$ cat src/rtl/drc_pkg.sv
package drc_pkg;

	// Window geometry
	localparam int WINDOW_SIZE = 9;
	localparam int HALF_WIDTH  = (WINDOW_SIZE - 1) / 2;
	localparam int NORM_DENOM  = (HALF_WIDTH * (HALF_WIDTH + 1) * (2 * HALF_WIDTH + 1)) / 3;
	localparam int ROUND_HALF  = NORM_DENOM / 2;

	// Widths
	localparam int SAMPLE_W = 16;
	localparam int PTR_W    = $clog2(WINDOW_SIZE);
	localparam int FILL_W   = $clog2(WINDOW_SIZE + 1);
	localparam int TAP_W    = $clog2(HALF_WIDTH + 2);
	localparam int ACC_W    = $clog2((HALF_WIDTH * (HALF_WIDTH + 1) / 2) * 65536) + 2;
	localparam int MUL_W    = ACC_W + 1;
	localparam int PROD_W   = 2 * MUL_W;

	// Reciprocal of the normalizer, exact for every magnitude below 2^(ACC_W-1)
	localparam int RECIP_SHIFT = ACC_W - 1 + $clog2(NORM_DENOM);
	localparam longint unsigned RECIP_MULT =
		((64'd1 << RECIP_SHIFT) + 64'(NORM_DENOM) - 64'd1) / 64'(NORM_DENOM);

	// Output saturation bounds
	localparam int DELTA_MAX     = 32767;
	localparam int DELTA_MIN_MAG = 32768;

	// Opcodes
	localparam logic OP_PUSH    = 1'b0;
	localparam logic OP_RESTART = 1'b1;

	// Control from the sequencer to the shared unit
	typedef struct packed {
		logic acc_clr;
		logic acc_en;
		logic mul_tap;
		logic mag_en;
		logic mul_norm;
	} ctrl_t;

endpackage

$ cat src/rtl/drc_ram.sv
module drc_ram #(
	parameter int WIDTH = 16,
	parameter int DEPTH = 9
) (
	input  logic                       clk,
	input  logic                       we,
	input  logic [$clog2(DEPTH)-1:0]   waddr,
	input  logic [WIDTH-1:0]           wdata,
	input  logic [$clog2(DEPTH)-1:0]   raddr_a,
	input  logic [$clog2(DEPTH)-1:0]   raddr_b,
	output logic [WIDTH-1:0]           rdata_a,
	output logic [WIDTH-1:0]           rdata_b
);

	logic [WIDTH-1:0] mem [DEPTH];

	// Write one entry, read two with registered data
	always_ff @(posedge clk) begin
		if (we) begin
			mem[waddr] <= wdata;
		end
		rdata_a <= mem[raddr_a];
		rdata_b <= mem[raddr_b];
	end

endmodule

$ cat src/rtl/drc_unit.sv
module drc_unit
	import drc_pkg::*;
(
	input  logic                       clk,
	input  ctrl_t                      ctrl,
	input  logic [TAP_W-1:0]           tap,
	input  logic signed [SAMPLE_W-1:0] rd_newer,
	input  logic signed [SAMPLE_W-1:0] rd_older,
	output logic signed [SAMPLE_W-1:0] delta_next
);

	logic signed [MUL_W-1:0]  diff;
	logic signed [MUL_W-1:0]  op_a;
	logic signed [MUL_W-1:0]  op_b;
	logic signed [PROD_W-1:0] prod_q;
	logic signed [ACC_W-1:0]  acc_q;
	logic signed [ACC_W-1:0]  abs_acc;
	logic [ACC_W-1:0]         mag_q;
	logic                     neg_q;
	logic [PROD_W-1:0]        quot;

	// Select operands: tap weight times sample difference, or magnitude times reciprocal
	assign diff = MUL_W'(rd_newer) - MUL_W'(rd_older);

	always_comb begin
		if (ctrl.mul_norm) begin
			op_a = signed'({1'b0, mag_q});
			op_b = MUL_W'(RECIP_MULT);
		end else begin
			op_a = diff;
			op_b = MUL_W'(tap);
		end
	end

	// Shared multiplier with registered product
	always_ff @(posedge clk) begin
		if (ctrl.mul_tap || ctrl.mul_norm) begin
			prod_q <= op_a * op_b;
		end
	end

	// Accumulate weighted differences
	always_ff @(posedge clk) begin
		if (ctrl.acc_clr) begin
			acc_q <= '0;
		end else if (ctrl.acc_en) begin
			acc_q <= acc_q + signed'(prod_q[ACC_W-1:0]);
		end
	end

	// Take magnitude and add half the divisor for round to nearest
	assign abs_acc = acc_q[ACC_W-1] ? -acc_q : acc_q;

	always_ff @(posedge clk) begin
		if (ctrl.mag_en) begin
			neg_q <= acc_q[ACC_W-1];
			mag_q <= ACC_W'(abs_acc) + ACC_W'(ROUND_HALF);
		end
	end

	// Drop the fraction, restore sign and saturate
	assign quot = prod_q >> RECIP_SHIFT;

	always_comb begin
		if (neg_q) begin
			if (quot >= PROD_W'(DELTA_MIN_MAG)) begin
				delta_next = signed'(SAMPLE_W'(DELTA_MIN_MAG));
			end else begin
				delta_next = signed'(SAMPLE_W'(0) - quot[SAMPLE_W-1:0]);
			end
		end else begin
			if (quot > PROD_W'(DELTA_MAX)) begin
				delta_next = signed'(SAMPLE_W'(DELTA_MAX));
			end else begin
				delta_next = signed'(quot[SAMPLE_W-1:0]);
			end
		end
	end

endmodule

$ cat src/rtl/drc_seq.sv
module drc_seq
	import drc_pkg::*;
(
	input  logic                       clk,
	input  logic                       arst_n,
	input  logic                       in_valid,
	output logic                       in_ready,
	input  logic                       opcode,
	output logic                       out_valid,
	input  logic                       out_ready,
	output logic signed [SAMPLE_W-1:0] delta,
	input  logic signed [SAMPLE_W-1:0] delta_next,
	output ctrl_t                      ctrl,
	output logic [TAP_W-1:0]           tap,
	output logic                       ram_we,
	output logic [PTR_W-1:0]           ram_waddr,
	output logic [PTR_W-1:0]           ram_raddr_newer,
	output logic [PTR_W-1:0]           ram_raddr_older
);

	typedef enum logic [4:0] {
		ST_IDLE  = 5'b00001,
		ST_RUN   = 5'b00010,
		ST_MAG   = 5'b00100,
		ST_SCALE = 5'b01000,
		ST_FIN   = 5'b10000
	} state_t;

	state_t                     state_q;
	logic [PTR_W-1:0]           wr_pos_q;
	logic [FILL_W-1:0]          fill_q;
	logic [TAP_W-1:0]           step_q;
	logic [PTR_W-1:0]           newer_q;
	logic [PTR_W-1:0]           older_q;
	logic                       out_valid_q;
	logic signed [SAMPLE_W-1:0] delta_q;
	logic                       accept;
	logic                       push;
	logic                       full_now;
	logic                       out_free;
	logic [PTR_W:0]             newer_sum;
	logic [PTR_W:0]             older_sum;
	logic [PTR_W-1:0]           newer_init;
	logic [PTR_W-1:0]           older_init;

	assign in_ready  = (state_q == ST_IDLE);
	assign accept    = in_valid && in_ready;
	assign push      = accept && (opcode == OP_PUSH);
	assign full_now  = (fill_q >= FILL_W'(WINDOW_SIZE - 1));
	assign out_free  = !out_valid_q || out_ready;
	assign out_valid = out_valid_q;
	assign delta     = delta_q;

	// First tap pair around the centre, HALF_WIDTH slots behind the newest sample
	assign newer_sum  = {1'b0, wr_pos_q} + (PTR_W + 1)'(WINDOW_SIZE - HALF_WIDTH + 1);
	assign older_sum  = {1'b0, wr_pos_q} + (PTR_W + 1)'(WINDOW_SIZE - HALF_WIDTH - 1);
	assign newer_init = (newer_sum >= (PTR_W + 1)'(WINDOW_SIZE))
		? PTR_W'(newer_sum - (PTR_W + 1)'(WINDOW_SIZE)) : PTR_W'(newer_sum);
	assign older_init = (older_sum >= (PTR_W + 1)'(WINDOW_SIZE))
		? PTR_W'(older_sum - (PTR_W + 1)'(WINDOW_SIZE)) : PTR_W'(older_sum);

	// Ring access
	assign ram_we          = push;
	assign ram_waddr       = wr_pos_q;
	assign ram_raddr_newer = newer_q;
	assign ram_raddr_older = older_q;

	// Control for the shared unit
	assign tap = step_q;

	always_comb begin
		ctrl          = '0;
		ctrl.acc_clr  = push && full_now;
		ctrl.mul_tap  = (state_q == ST_RUN) && (step_q >= TAP_W'(1))
			&& (step_q <= TAP_W'(HALF_WIDTH));
		ctrl.acc_en   = (state_q == ST_RUN) && (step_q >= TAP_W'(2));
		ctrl.mag_en   = (state_q == ST_MAG);
		ctrl.mul_norm = (state_q == ST_SCALE);
	end

	// Write position and fill count
	always_ff @(posedge clk or negedge arst_n) begin
		if (!arst_n) begin
			wr_pos_q <= '0;
			fill_q   <= '0;
		end else if (accept) begin
			if (opcode == OP_RESTART) begin
				wr_pos_q <= '0;
				fill_q   <= '0;
			end else begin
				wr_pos_q <= (wr_pos_q == PTR_W'(WINDOW_SIZE - 1)) ? '0 : wr_pos_q + 1'b1;
				if (fill_q < FILL_W'(WINDOW_SIZE)) begin
					fill_q <= fill_q + 1'b1;
				end
			end
		end
	end

	// Sequencer
	always_ff @(posedge clk or negedge arst_n) begin
		if (!arst_n) begin
			state_q <= ST_IDLE;
			step_q  <= '0;
			newer_q <= '0;
			older_q <= '0;
		end else begin
			case (state_q)
				ST_IDLE: begin
					if (push && full_now) begin
						state_q <= ST_RUN;
						step_q  <= '0;
						newer_q <= newer_init;
						older_q <= older_init;
					end
				end
				ST_RUN: begin
					// advance both taps outward from the centre
					newer_q <= (newer_q == PTR_W'(WINDOW_SIZE - 1)) ? '0 : newer_q + 1'b1;
					older_q <= (older_q == '0) ? PTR_W'(WINDOW_SIZE - 1) : older_q - 1'b1;
					if (step_q == TAP_W'(HALF_WIDTH + 1)) begin
						state_q <= ST_MAG;
					end else begin
						step_q <= step_q + 1'b1;
					end
				end
				ST_MAG: begin
					state_q <= ST_SCALE;
				end
				ST_SCALE: begin
					state_q <= ST_FIN;
				end
				ST_FIN: begin
					if (out_free) begin
						state_q <= ST_IDLE;
					end
				end
				default: begin
					state_q <= ST_IDLE;
				end
			endcase
		end
	end

	// Output register
	always_ff @(posedge clk or negedge arst_n) begin
		if (!arst_n) begin
			out_valid_q <= 1'b0;
		end else if ((state_q == ST_FIN) && out_free) begin
			out_valid_q <= 1'b1;
		end else if (out_ready) begin
			out_valid_q <= 1'b0;
		end
	end

	always_ff @(posedge clk) begin
		if ((state_q == ST_FIN) && out_free) begin
			delta_q <= delta_next;
		end
	end

endmodule

$ cat src/rtl/delta_regression_coefficient.sv
// Regression delta over a sliding window of WINDOW_SIZE Q1.15 samples.
// A full-window push starts the sequencer: RUN weights the tap pairs, MAG takes the magnitude,
// SCALE applies the reciprocal and FIN registers delta once the output register is free.
// No new item is taken until FIN hands delta on, longer while the output stalls; pushes before
// the window fills and restarts skip the sequencer. The shared multiplier takes one tap pair per cycle, then the scale.
// Reset clears fill count, write position, sequencer and output valid; samples are kept.
module delta_regression_coefficient
	import drc_pkg::*;
(
	input  logic                       clk,
	input  logic                       arst_n,
	input  logic                       in_valid,
	output logic                       in_ready,
	input  logic                       opcode,
	input  logic signed [SAMPLE_W-1:0] sample,
	output logic                       out_valid,
	input  logic                       out_ready,
	output logic signed [SAMPLE_W-1:0] delta
);

	ctrl_t                      ctrl;
	logic [TAP_W-1:0]           tap;
	logic                       ram_we;
	logic [PTR_W-1:0]           ram_waddr;
	logic [PTR_W-1:0]           ram_raddr_newer;
	logic [PTR_W-1:0]           ram_raddr_older;
	logic [SAMPLE_W-1:0]        rd_newer;
	logic [SAMPLE_W-1:0]        rd_older;
	logic signed [SAMPLE_W-1:0] delta_next;

	drc_seq u_seq (
		.clk             (clk),
		.arst_n          (arst_n),
		.in_valid        (in_valid),
		.in_ready        (in_ready),
		.opcode          (opcode),
		.out_valid       (out_valid),
		.out_ready       (out_ready),
		.delta           (delta),
		.delta_next      (delta_next),
		.ctrl            (ctrl),
		.tap             (tap),
		.ram_we          (ram_we),
		.ram_waddr       (ram_waddr),
		.ram_raddr_newer (ram_raddr_newer),
		.ram_raddr_older (ram_raddr_older)
	);

	drc_ram #(
		.WIDTH (SAMPLE_W),
		.DEPTH (WINDOW_SIZE)
	) u_ring (
		.clk     (clk),
		.we      (ram_we),
		.waddr   (ram_waddr),
		.wdata   (sample),
		.raddr_a (ram_raddr_newer),
		.raddr_b (ram_raddr_older),
		.rdata_a (rd_newer),
		.rdata_b (rd_older)
	);

	drc_unit u_unit (
		.clk        (clk),
		.ctrl       (ctrl),
		.tap        (tap),
		.rd_newer   (signed'(rd_newer)),
		.rd_older   (signed'(rd_older)),
		.delta_next (delta_next)
	);

	// The sequencer holds off new items while the shared unit is busy
	a_busy_not_ready: assert property (@(posedge clk) disable iff (!arst_n)
		(ctrl.mul_tap || ctrl.mul_norm || ctrl.mag_en) |-> !in_ready)
		else $error("item accepted while shared unit busy");

	// Tap products and reciprocal scale never share the multiplier
	a_mul_exclusive: assert property (@(posedge clk) disable iff (!arst_n)
		!(ctrl.mul_tap && ctrl.mul_norm))
		else $error("multiplier used twice in one cycle");

	// Magnitude capture is followed by the reciprocal scale
	a_mag_then_scale: assert property (@(posedge clk) disable iff (!arst_n)
		ctrl.mag_en |=> ctrl.mul_norm)
		else $error("scale step did not follow magnitude");

	// Accumulator clears only on an accepted push
	a_clr_on_push: assert property (@(posedge clk) disable iff (!arst_n)
		ctrl.acc_clr |-> (in_valid && in_ready && (opcode == OP_PUSH)))
		else $error("accumulator cleared without a push");

endmodule
$ cat config.mk
export PLATFORM = sky130hd
export DESIGN_NAME = delta_regression_coefficient
export DESIGN_NICKNAME = d
export VERILOG_FILES = /design/src/rtl/drc_pkg.sv /design/src/rtl/drc_ram.sv /design/src/rtl/drc_unit.sv /design/src/rtl/drc_seq.sv /design/src/rtl/delta_regression_coefficient.sv
export SDC_FILE = /design/constraint.sdc
export NUM_CORES = 1
export LEC_CHECK = 0
export ABC_CLOCK_PERIOD_IN_PS = 11050
export BUFFER_PORTS_ARGS = -buffer_cell sky130_fd_sc_hd__buf_4
export CORE_UTILIZATION = 40
export CTS_BUF_LIST = sky130_fd_sc_hd__clkbuf_4 sky130_fd_sc_hd__clkbuf_8
export CTS_CLUSTER_DIAMETER = 60
export DETAILED_ROUTE_END_ITERATION = 10
export GPL_TIMING_DRIVEN = 0
export HOLD_SLACK_MARGIN = 0.1
export PLACE_DENSITY = 0.55
export SLEW_MARGIN = 20
export SYNTH_ARGS = -nofsm -noshare
export SYNTH_HDL_FRONTEND = slang
export SYNTH_HIERARCHICAL = 1
export SYNTH_SLANG_ARGS = --single-unit
$ cat constraint.sdc
create_clock -name clk -period 11.05 [get_ports clk]
set_input_delay 0.5525 -clock clk [delete_from_list [all_inputs] [get_ports clk]]
set_output_delay 0.5525 -clock clk [all_outputs]
set_load 0.1 [all_outputs]
# Yosys cells after proc, flatten, opt, wreduce, memory -nomap -nowiden
# Memories as Yosys holds them, arrays and structs flattened. A register that Yosys moved wholly into a read port is not among the register bits.
# Cells that the tools add are included.
[word_totals]
ff_bits = 132
wordCells = 97
n_memories = 1
mem_bits_rw = 144
input_bits = 21
out_inout_bits = 18
[memory_table]
columns = ["memory", "words", "width", "read_ports", "rd_ports_with_merged_regs", "wr", "line_no", "source"]
rows = [
  ["u_ring.mem", 9, 16, 2, 2, 1, "drc_ram.sv:15", "logic [WIDTH-1:0] mem [DEPTH];"],
]
[op_classes]
n_reduce_logical = 18
n_mul = 1
n_mux = 29
bitwise_logic = 1
add_sub_neg = 14
n_eq_ne = 12
magnitude_cmp = 9
[op_table]
columns = ["operator", "n"]
rows = [
  ["$mux W16", 3],
  ["$mul A23 B23 Y46", 1],
  ["$mux W22", 2],
  ["$mux W4", 10],
  ["$pmux W5 S5", 1],
  ["$mux W23", 1],
  ["$add A22 B22 Y22", 1],
  ["$add A22 B6 Y22 const B", 1],
  ["$neg A22 Y22", 1],
  ["$ge A19 B16 Y1 const B", 1],
  ["$gt A19 B15 Y1 const B", 1],
  ["$sub A16 B16 Y17", 1],
  ["$pmux W4 S2", 2],
  ["$sub A1 B16 Y16 const A", 1],
  ["$mux W5", 3],
  ["$add A4 B1 Y4 const B", 3],
  ["$add A4 B3 Y5 const B", 2],
  ["$ge A5 B4 Y1 const B", 2],
  ["$eq A4 B4 Y1 const B", 2],
  ["$sub A4 B4 Y4 const B", 2],
  ["$logic_and A1 B1 Y1", 7],
  ["$mux W3", 2],
  ["$ne A2 B2 Y1 const B", 3],
  ["$pmux W3 S2", 1],
  ["22 further kinds", 30],
]

# Longest topological paths before layout
# Gate-level depths: netlist of run 1.
[depth]
word_depth = 6
mapped_depth = 35
depth_no_buf = 34

# Hierarchy
# The synthesis of run 1 kept the hierarchy.
[by_module_without_submodules]
columns = ["module", "cells_each", "instances", "area_per_inst_um2", "seq_area_each_um2"]
rows = [
  ["drc_unit", 1643, 1, 14715.4, 2362.3],
  ["drc_ram", 487, 1, 7673.6, 4964.8],
  ["drc_seq", 212, 1, 2270.9, 1107.3],
]

# Least setup slack after synthesis of run 1
# Ideal clock, no wire load.
[synth_path]
path_type = "register to register"
from = "reg u_ring.rdata_a[0], read port of u_ring.mem"
to = "reg u_unit.prod_q[44], data pin"
stages_incl_launch_ff = 33
setup_slack_ns = 2.634
t_required_ns = 10.791
arrival_time_ns = 8.157
setup_ns = 0.259
synth_period_minus_slack_ns = 8.416
n_path_buf = 1
cell_sequence = "dfxtp_1 inv_1 ha_1 inv_1 fa_1 a21o_1 a21oi_1 o21bai_1 a2111oi_0 o31ai_1 a311o_1 a31oi_1 o21ai_1 inv_1 ha_1 ha_1 inv_1 fa_1 inv_1 fa_1 inv_1 fa_1 inv_1 fa_1 inv_1 ha_1 clkbuf_1 nand3_1 or2_2 or4_1 a31oi_1 nor3b_1 a211o_1"
[synth_via]
elab_chain_len = 3
[synth_lines]
columns = ["item", "line_no", "source"]
rows = [
  ["start: declaration", "drc_ram.sv:11", "output logic [WIDTH-1:0] rdata_a,"],
  ["$sub A16 B16 Y17", "drc_unit.sv:23", "assign diff = MUL_W'(rd_newer) - MUL_W'(rd_older);"],
  ["$mux W23", "drc_unit.sv:26", "if (ctrl.mul_norm) begin"],
  ["$mul A23 B23 Y46", "drc_unit.sv:38", "prod_q <= op_a * op_b;"],
  ["end signal: assignment", "drc_unit.sv:38", ""],
  ["end: declaration", "drc_unit.sv:15", "logic signed [PROD_W-1:0] prod_q;"],
]
# Every way passes these cells.
# A chain may end at the register's enable or synchronous reset.

# Worst setup path after layout of run 1
# Ends and elaborated chain as after synthesis.

==> results of run 1 <==
==> registers in the layout (all words and copies together) (netlist names), 3 cells and up <==
signal,count
u_seq/ram_raddr_newer,4
u_ring/rdata_b,16
u_ring/mem,144
u_seq/ram_raddr_older,4
u_seq/fill_q,4
u_seq/state_q,5
u_seq/ram_waddr,4
u_seq/delta,16
u_unit/prod_q,41
u_seq/tap,3
u_unit/mag_q,22
u_ring/rdata_a,16
u_unit/acc_q,22
==> worst min path at each step <==
stage | to | slack [ns]
detailed placement | u_ring/rdata_a[6] | 0.47
global route | u_ring/mem[4][10] | 0.12
finish | u_ring/mem[7][0] | 0.15
floorplan | u_seq/fill_q[0] | 0.26
CTS | u_ring/mem[8][9] | 0.11
global placement | u_ring/rdata_a[6] | 0.46
==> synthesized netlist by cell type, types with 18 or more instances <==
cell type,number
nor2_1,140
nor2b_1,20
a22o_1,33
a31oi_1,29
a21o_1,44
o31ai_2,25
fa_1,175
edfxtp_1,224
clkbuf_1,47
ha_1,231
xor2_1,38
inv_1,364
nand2b_1,21
o21ai_0,80
mux2_2,66
dfxtp_1,54
o31ai_1,18
nor3_1,28
a21oi_1,72
nand3_1,26
xnor2_1,72
mux2i_1,80
dfrtp_1,24
o22ai_1,39
nand2_1,149
==> cells by family after synthesis <==
kind of cell	share of synthesized area, %
other cells	0.0305
mux	6.26
buf+inv	7.43
flops	34.2
fa+ha+maj	25.9
simple gates	9.75
xor+xnor	3.91
compound gates	12.5
==> final cells by class <==
class                           count  area share (%)
Antenna cell                        1         0.00915
Buffer                             78            1.67
Clock buffer                       71            3.28
Clock inverter                     27           0.590
Inverter                          366            5.02
Multi-Input combinational cell   1610            53.1
Sequential cell                   303            30.8
Tap cell                          782            3.58
Timing Repair Buffer               63            1.96
==> worst register-to-register path, delay by kind of cell (launching register included) <==
kind,cells,cell delay (ns)
flops,1,0.30
simple gates,7,1.66
fa+ha+maj,9,3.98
buf+inv,5,0.49
compound gates,11,3.30
==> stage by stage <==
step	util [%]	setup slack, ns	area (µm²)	hold slack [ns]
floorplan	-	2.63	24700	0.257
global placement	42.9	1.23	26000	0.463
detailed placement	43.2	1.09	26200	0.468
CTS	45.1	1.07	27300	0.105
global route	45.1	0.470	27400	0.123
finish	45.1	1.07	27400	0.152
==> layer usage <==
layer / part of all wire (%) / routed length [µm]
met5: 0 / 0
met4: 3.1 / 1910
met2: 52 / 32100
met3: 3.6 / 2200
met1: 42 / 25800
==> results.json, run 1 <==
{
  "outcome": "finished, final reports clean",
  "yosysTopAreaCell": "edfxtp_1",
  "slew_violations": 0,
  "crit_cells": 32,
  "regToRegSetupSlack_ns": 1.07,
  "synth_edf_count": 224,
  "cp-startpoint": "u_ring/rdata_a[0]",
  "cts-root-buf": "clkbuf_8",
  "fin_cells": 3301,
  "hold_buffers": 11,
  "gp_congestion": 0.865,
  "cp.arrival_ns": 10.36,
  "ys_seq_elements": 303,
  "setup_violations": 0,
  "htree_levels": 2,
  "vias_per_cell": 5.25,
  "crit_fanout": 7,
  "startpoint_type": "flop",
  "synth.area.top_cells": "edfxtp_1, fa_1, ha_1",
  "synthFlopType": "edfxtp_1",
  "grt-ovfl-total": 0,
  "num_rows": 90,
  "avgSynthCellArea_um2": 10.5,
  "hold_depth": 1,
  "drt_iter0_markers": 894,
  "worstMarginPinSlew_ns": 1.00,
  "dpl.hpwl_um": 49800,
  "cts_inserted_buffers": 54,
  "top_usage_layer": "met2",
  "holdCritStartpoint": "sample[0]",
  "met3_usage_pct": 2.26,
  "postCtsSetupBuffers": 0,
  "yosysTopAreaCellShare_pct": 27.3,
  "period_needed_ns": 9.98,
  "die-width_um": 250,
  "multiInputGateArea_um2": 14500,
  "clkSinkCount": 303,
  "fmax_ghz": 0.100,
  "core_area_um2": 60600,
  "critPathKind": "reg -> reg",
  "vias": 17300,
  "nets": 2903,
  "ys_types": 84,
  "path_clk_slew_ns": 0.06,
  "area_delta_synth_final_pct": 10.9,
  "fill_cells": 5720,
  "crit_buf_inv": 5,
  "setup_tns_ns": 0,
  "cts_tree": "done",
  "syn_area_um2": 24700,
  "syn_inst": 2342,
  "finClkSkew_ns": 0.0473,
  "use_met2_pct": 37.2,
  "wl_per_cell_um": 18.8,
  "place_inst": 3191,
  "r2r-start": "u_ring/rdata_a[0]",
  "clock_path_buffers": 3,
  "worstRegToRegCells": 32,
  "antenna_found_initial": 1,
  "io_buffer_count": 37,
  "drc": 0,
  "clk-insertion-delay-late_ns": 0.67,
  "critPathSlowestCell": "a2111oi_0",
  "num_io_pins": 39,
  "critPathCapture": "u_unit/prod_q[44]",
  "slew_headroom_pct": 33.2,
  "regArea_um2": 8430,
  "slowest_delay_ns": 0.63,
  "fp.dieArea_um2": 62600,
  "grt_first_pass_wirelength_um": 98500,
  "rr_endpoint": "u_unit/prod_q[44]",
  "maxCapViolations": 0,
  "grt_pass1_vias": 18400,
  "initial_core_util_pct": 40.7,
  "die_h_um": 250,
  "cts_resized": 0,
  "grt_use_total_pct": 20.0,
  "grt_max_degree": 42,
  "cp.required_ns": 11.43,
  "first_pass_iters": 5,
  "synth_sequential_area_ratio_pct": 34.2,
  "finalCritPeriodShare_pct": 90.3,
  "async_flop_share_pct": 8.25,
  "wl_um": 62000,
  "worstHoldPathType": "in -> reg",
  "mostFrequentLayoutCells": "inv_1, ha_1, edfxtp_1, fa_1, nand2_1",
  "final_common_cell": "inv_1",
  "final_layout_size_suffix_gt1_share_pct": 11.8,
  "hold_viol_final": 0,
  "antenna_left": 0,
  "use_met1_pct": 23.6,
  "rsz0062_at_grt": "false",
  "crit_family": "adder cells",
  "yosysWarningCount": 6,
  "critPathCaptureType": "flop"
}
Power of run 1 is left out: the tool's default activity adds up to more than one toggle a clock period on the data nets, which glitch-free logic cannot reach.
==> run 2, diff against run 1 <==
--- a/config.mk
+++ b/config.mk
@@ -17,5 +17,4 @@
 export SLEW_MARGIN = 20
 export SYNTH_ARGS = -nofsm -noshare
 export SYNTH_HDL_FRONTEND = slang
-export SYNTH_HIERARCHICAL = 1
 export SYNTH_SLANG_ARGS = --single-unit
==> results.json, run 2 <==
{
  "die-width_um": 248,
  "clock_path_buffers": 3,
  "synth_edf_count": 224,
  "placedInstanceArea_um2": 25500,
  "largest_register_ffs": 144,
  "cp.required_ns": 11.42,
  "initial_core_util_pct": 40.7,
  "dpl.hpwl_um": 46700,
  "slowest_delay_ns": 0.56,
  "yosysTopAreaCellShare_pct": 27.8,
  "drc": 4,
  "ys_types": 87,
  "htree_levels": 2,
  "cp_common_cell": "inv_1",
  "area_delta_synth_final_pct": 11.6,
  "cts_inserted_buffers": 57,
  "finalInstanceArea_um2": 27000,
  "final_common_cell": "inv_1",
  "antenna_left": 0,
  "critPathSlowestCell": "fa_1",
  "fp.dieArea_um2": 61400,
  "worstHoldPathType": "in -> reg",
  "slew_headroom_pct": 27.0,
  "crit_fanout": 10,
  "cts-root-buf": "clkbuf_8",
  "final_layout_size_suffix_gt1_share_pct": 10.5,
  "reg.largest.list": "u_ring.mem x144, u_unit.prod_q x41",
  "yosysTopAreaCell": "edfxtp_1",
  "num_io_pins": 39,
  "avgSynthCellArea_um2": 10.8,
  "regMostFlops": "u_ring.mem",
  "drt_iter0_markers": 1168,
  "startpoint_type": "flop",
  "slew_violations": 0,
  "wl_um": 60100,
  "vias_per_cell": 5.26,
  "die_h_um": 248,
  "fill_cells": 5593,
  "grt_max_degree": 26,
  "period_needed_ns": 9.58,
  "total_power_mw": 7.88,
  "yosys-top-cells-count": "inv_1, ha_1, edfxtp_1",
  "maxCapViolations": 0,
  "outcome": "finished, violations left",
  "grt_use_total_pct": 20.1,
  "violations": "design-rule violations",
  "worstMarginPinSlew_ns": 1.10,
  "rsz0062_at_grt": "false",
  "syn_area_um2": 24200,
  "synth.area.top_cells": "edfxtp_1, fa_1, ha_1",
  "antenna_found_initial": 1,
  "core_area_um2": 59400,
  "path_clk_slew_ns": 0.06,
  "syn_inst": 2239,
  "clkSinkCount": 303,
  "grt_first_pass_wirelength_um": 95200,
  "grt_pass1_vias": 17400,
  "io_buffer_count": 38,
  "p_per_area_nw_per_um2": 292,
  "mostFrequentLayoutCells": "inv_1, ha_1, edfxtp_1, fa_1, nand2_1",
  "fmax_ghz": 0.104,
  "vias": 16700,
  "clk-insertion-delay-late_ns": 0.67,
  "async_flop_share_pct": 8.25,
  "critPathCaptureType": "flop",
  "synth_sequential_area_ratio_pct": 34.9,
  "setup_tns_ns": 0,
  "power_leakage_nw": 12.0,
  "yosysWarningCount": 0,
  "wl_per_cell_um": 18.9,
  "place_inst": 3066,
  "finClkSkew_ns": 0.0448,
  "num_rows": 89,
  "ir_worst_vdd_mv": 0.172,
  "cp.arrival_ns": 9.95,
  "synthFlopType": "edfxtp_1",
  "first_pass_iters": 10,
  "fin_cells": 3184,
  "critPathKind": "reg -> reg",
  "synthMostInstantiatedCell": "inv_1",
  "nets": 2788,
  "hold_viol_final": 0,
  "fin_hold_ws_ns": 0.151,
  "cts_tree": "done",
  "ys_seq_elements": 303,
  "setup_violations": 0,
  "grt-ovfl-total": 0,
  "finalCritPeriodShare_pct": 86.7,
  "gp_congestion": 0.944
}
run 2: cell count changes in the layout (fill, tap and decap cells not counted), moves of 12 or more:
cell / change
mux4_2: +64
o22ai_1: -34
a21o_1: +14
a21oi_1: +22
o21ai_0: +55
mux2_2: -65
a31oi_1: -16
nor2_1: -33
clkbuf_8: +13
buf_6: -13
o31ai_2: -23
clkinv_1: -12
a22o_1: -32
mux2i_1: -43
run 2: worst max-delay path: cells and delay by family (launching register included):
| family | cells | cell delay (ns) |
|---|---|---|
| AO/OA/AOI/OAI | 11 | 3.04 |
| AND/OR/NAND/NOR | 3 | 0.85 |
| XOR/XNOR | 1 | 0.10 |
| adder cells (fa/ha/maj) | 9 | 3.81 |
| flip-flops | 1 | 0.30 |
| buffers and inverters | 9 | 1.14 |
run 2: stage by stage:
stage	setup slack [ns]	util, %
6_report	1.47	45.4
5_1_grt	0.897	45.4
4_1_cts	1.52	45.4
3_5_place_dp	1.61	43.0
3_3_place_gp	1.58	42.9
2_1_floorplan	3.01	-
run 2: cells by family (layout without fill, tap and decap cells):
family | count (synthesis) | count (layout) | synth area share (%)
and+or+nand+nor | 474 | 474 | 9.76
muxes | 102 | 102 | 7.54
xor gates and xnor gates | 103 | 103 | 3.76
DFF | 303 | 303 | 34.9
adders and majority gates | 406 | 406 | 26.4
buffers and inverters | 438 | 595 | 6.88
AOI/OAI and AO/OA | 411 | 411 | 10.7
other | 2 | 17 | 0.0311
run 2: where the power goes:
group | total (mW) | switching (mW) | internal (mW) | leakage [nW]
combinational | 5.09 | 3.03 | 2.06 | 8.58
clock | 1.22 | 0.520 | 0.702 | 0.685
sequential | 1.57 | 0.0534 | 1.52 | 2.78
total | 7.88 | 3.60 | 4.28 | 12.0
run 2: final cells by class:
cell class	instances	area, µm²	share of cell area [%]
Timing Repair Buffer	49	430	1.60
Multi-Input combinational cell	1512	14100	52.5
Buffer	74	299	1.11
Inverter	364	1370	5.07
Clock buffer	91	1130	4.18
Tap cell	773	967	3.59
Sequential cell	303	8430	31.3
Clock inverter	17	188	0.696
Antenna cell	1	2.50	0.00928
run 2: repair_timing:
item / 4_1_cts / 5_1_grt
endpoints found under the hold margin: 85 / 0
hold buffers: 9 / 0
resized for setup: 0 / 0
setup buffers: 0 / 0
run 2: metal layers:
layer | up-vias | track usage [%] | share of wire, %
met1 | 8281 | 26.7 | 45
met3 | 107 | 2.57 | 3.9
met2 | 366 | 34.1 | 49
met5 | - | 0 | 0
met4 | 0 | 6.26 | 2.5
li1 | 7987 | - | -
run 2: worst paths after layout:
path | to | cells past startpoint | slack [ns] | startpoint
max | u_unit.prod_q[42] | 33 | 1.47 | u_ring.rdata_a[0]
min | u_ring.mem[6][6] | 1 | 0.15 | sample[6]
max reg2reg | u_unit.prod_q[42] | 33 | 1.47 | u_ring.rdata_a[0]
min reg2reg | u_ring.rdata_b[9] | 2 | 0.47 | u_ring.mem[8][9]
max in group asynchronous | u_seq.state_q[0] | 2 | 10.41 | arst_n
min in group asynchronous | u_seq.fill_q[1] | 2 | 0.33 | arst_n
No activity file was read; power rests on OpenSTA's default activity.
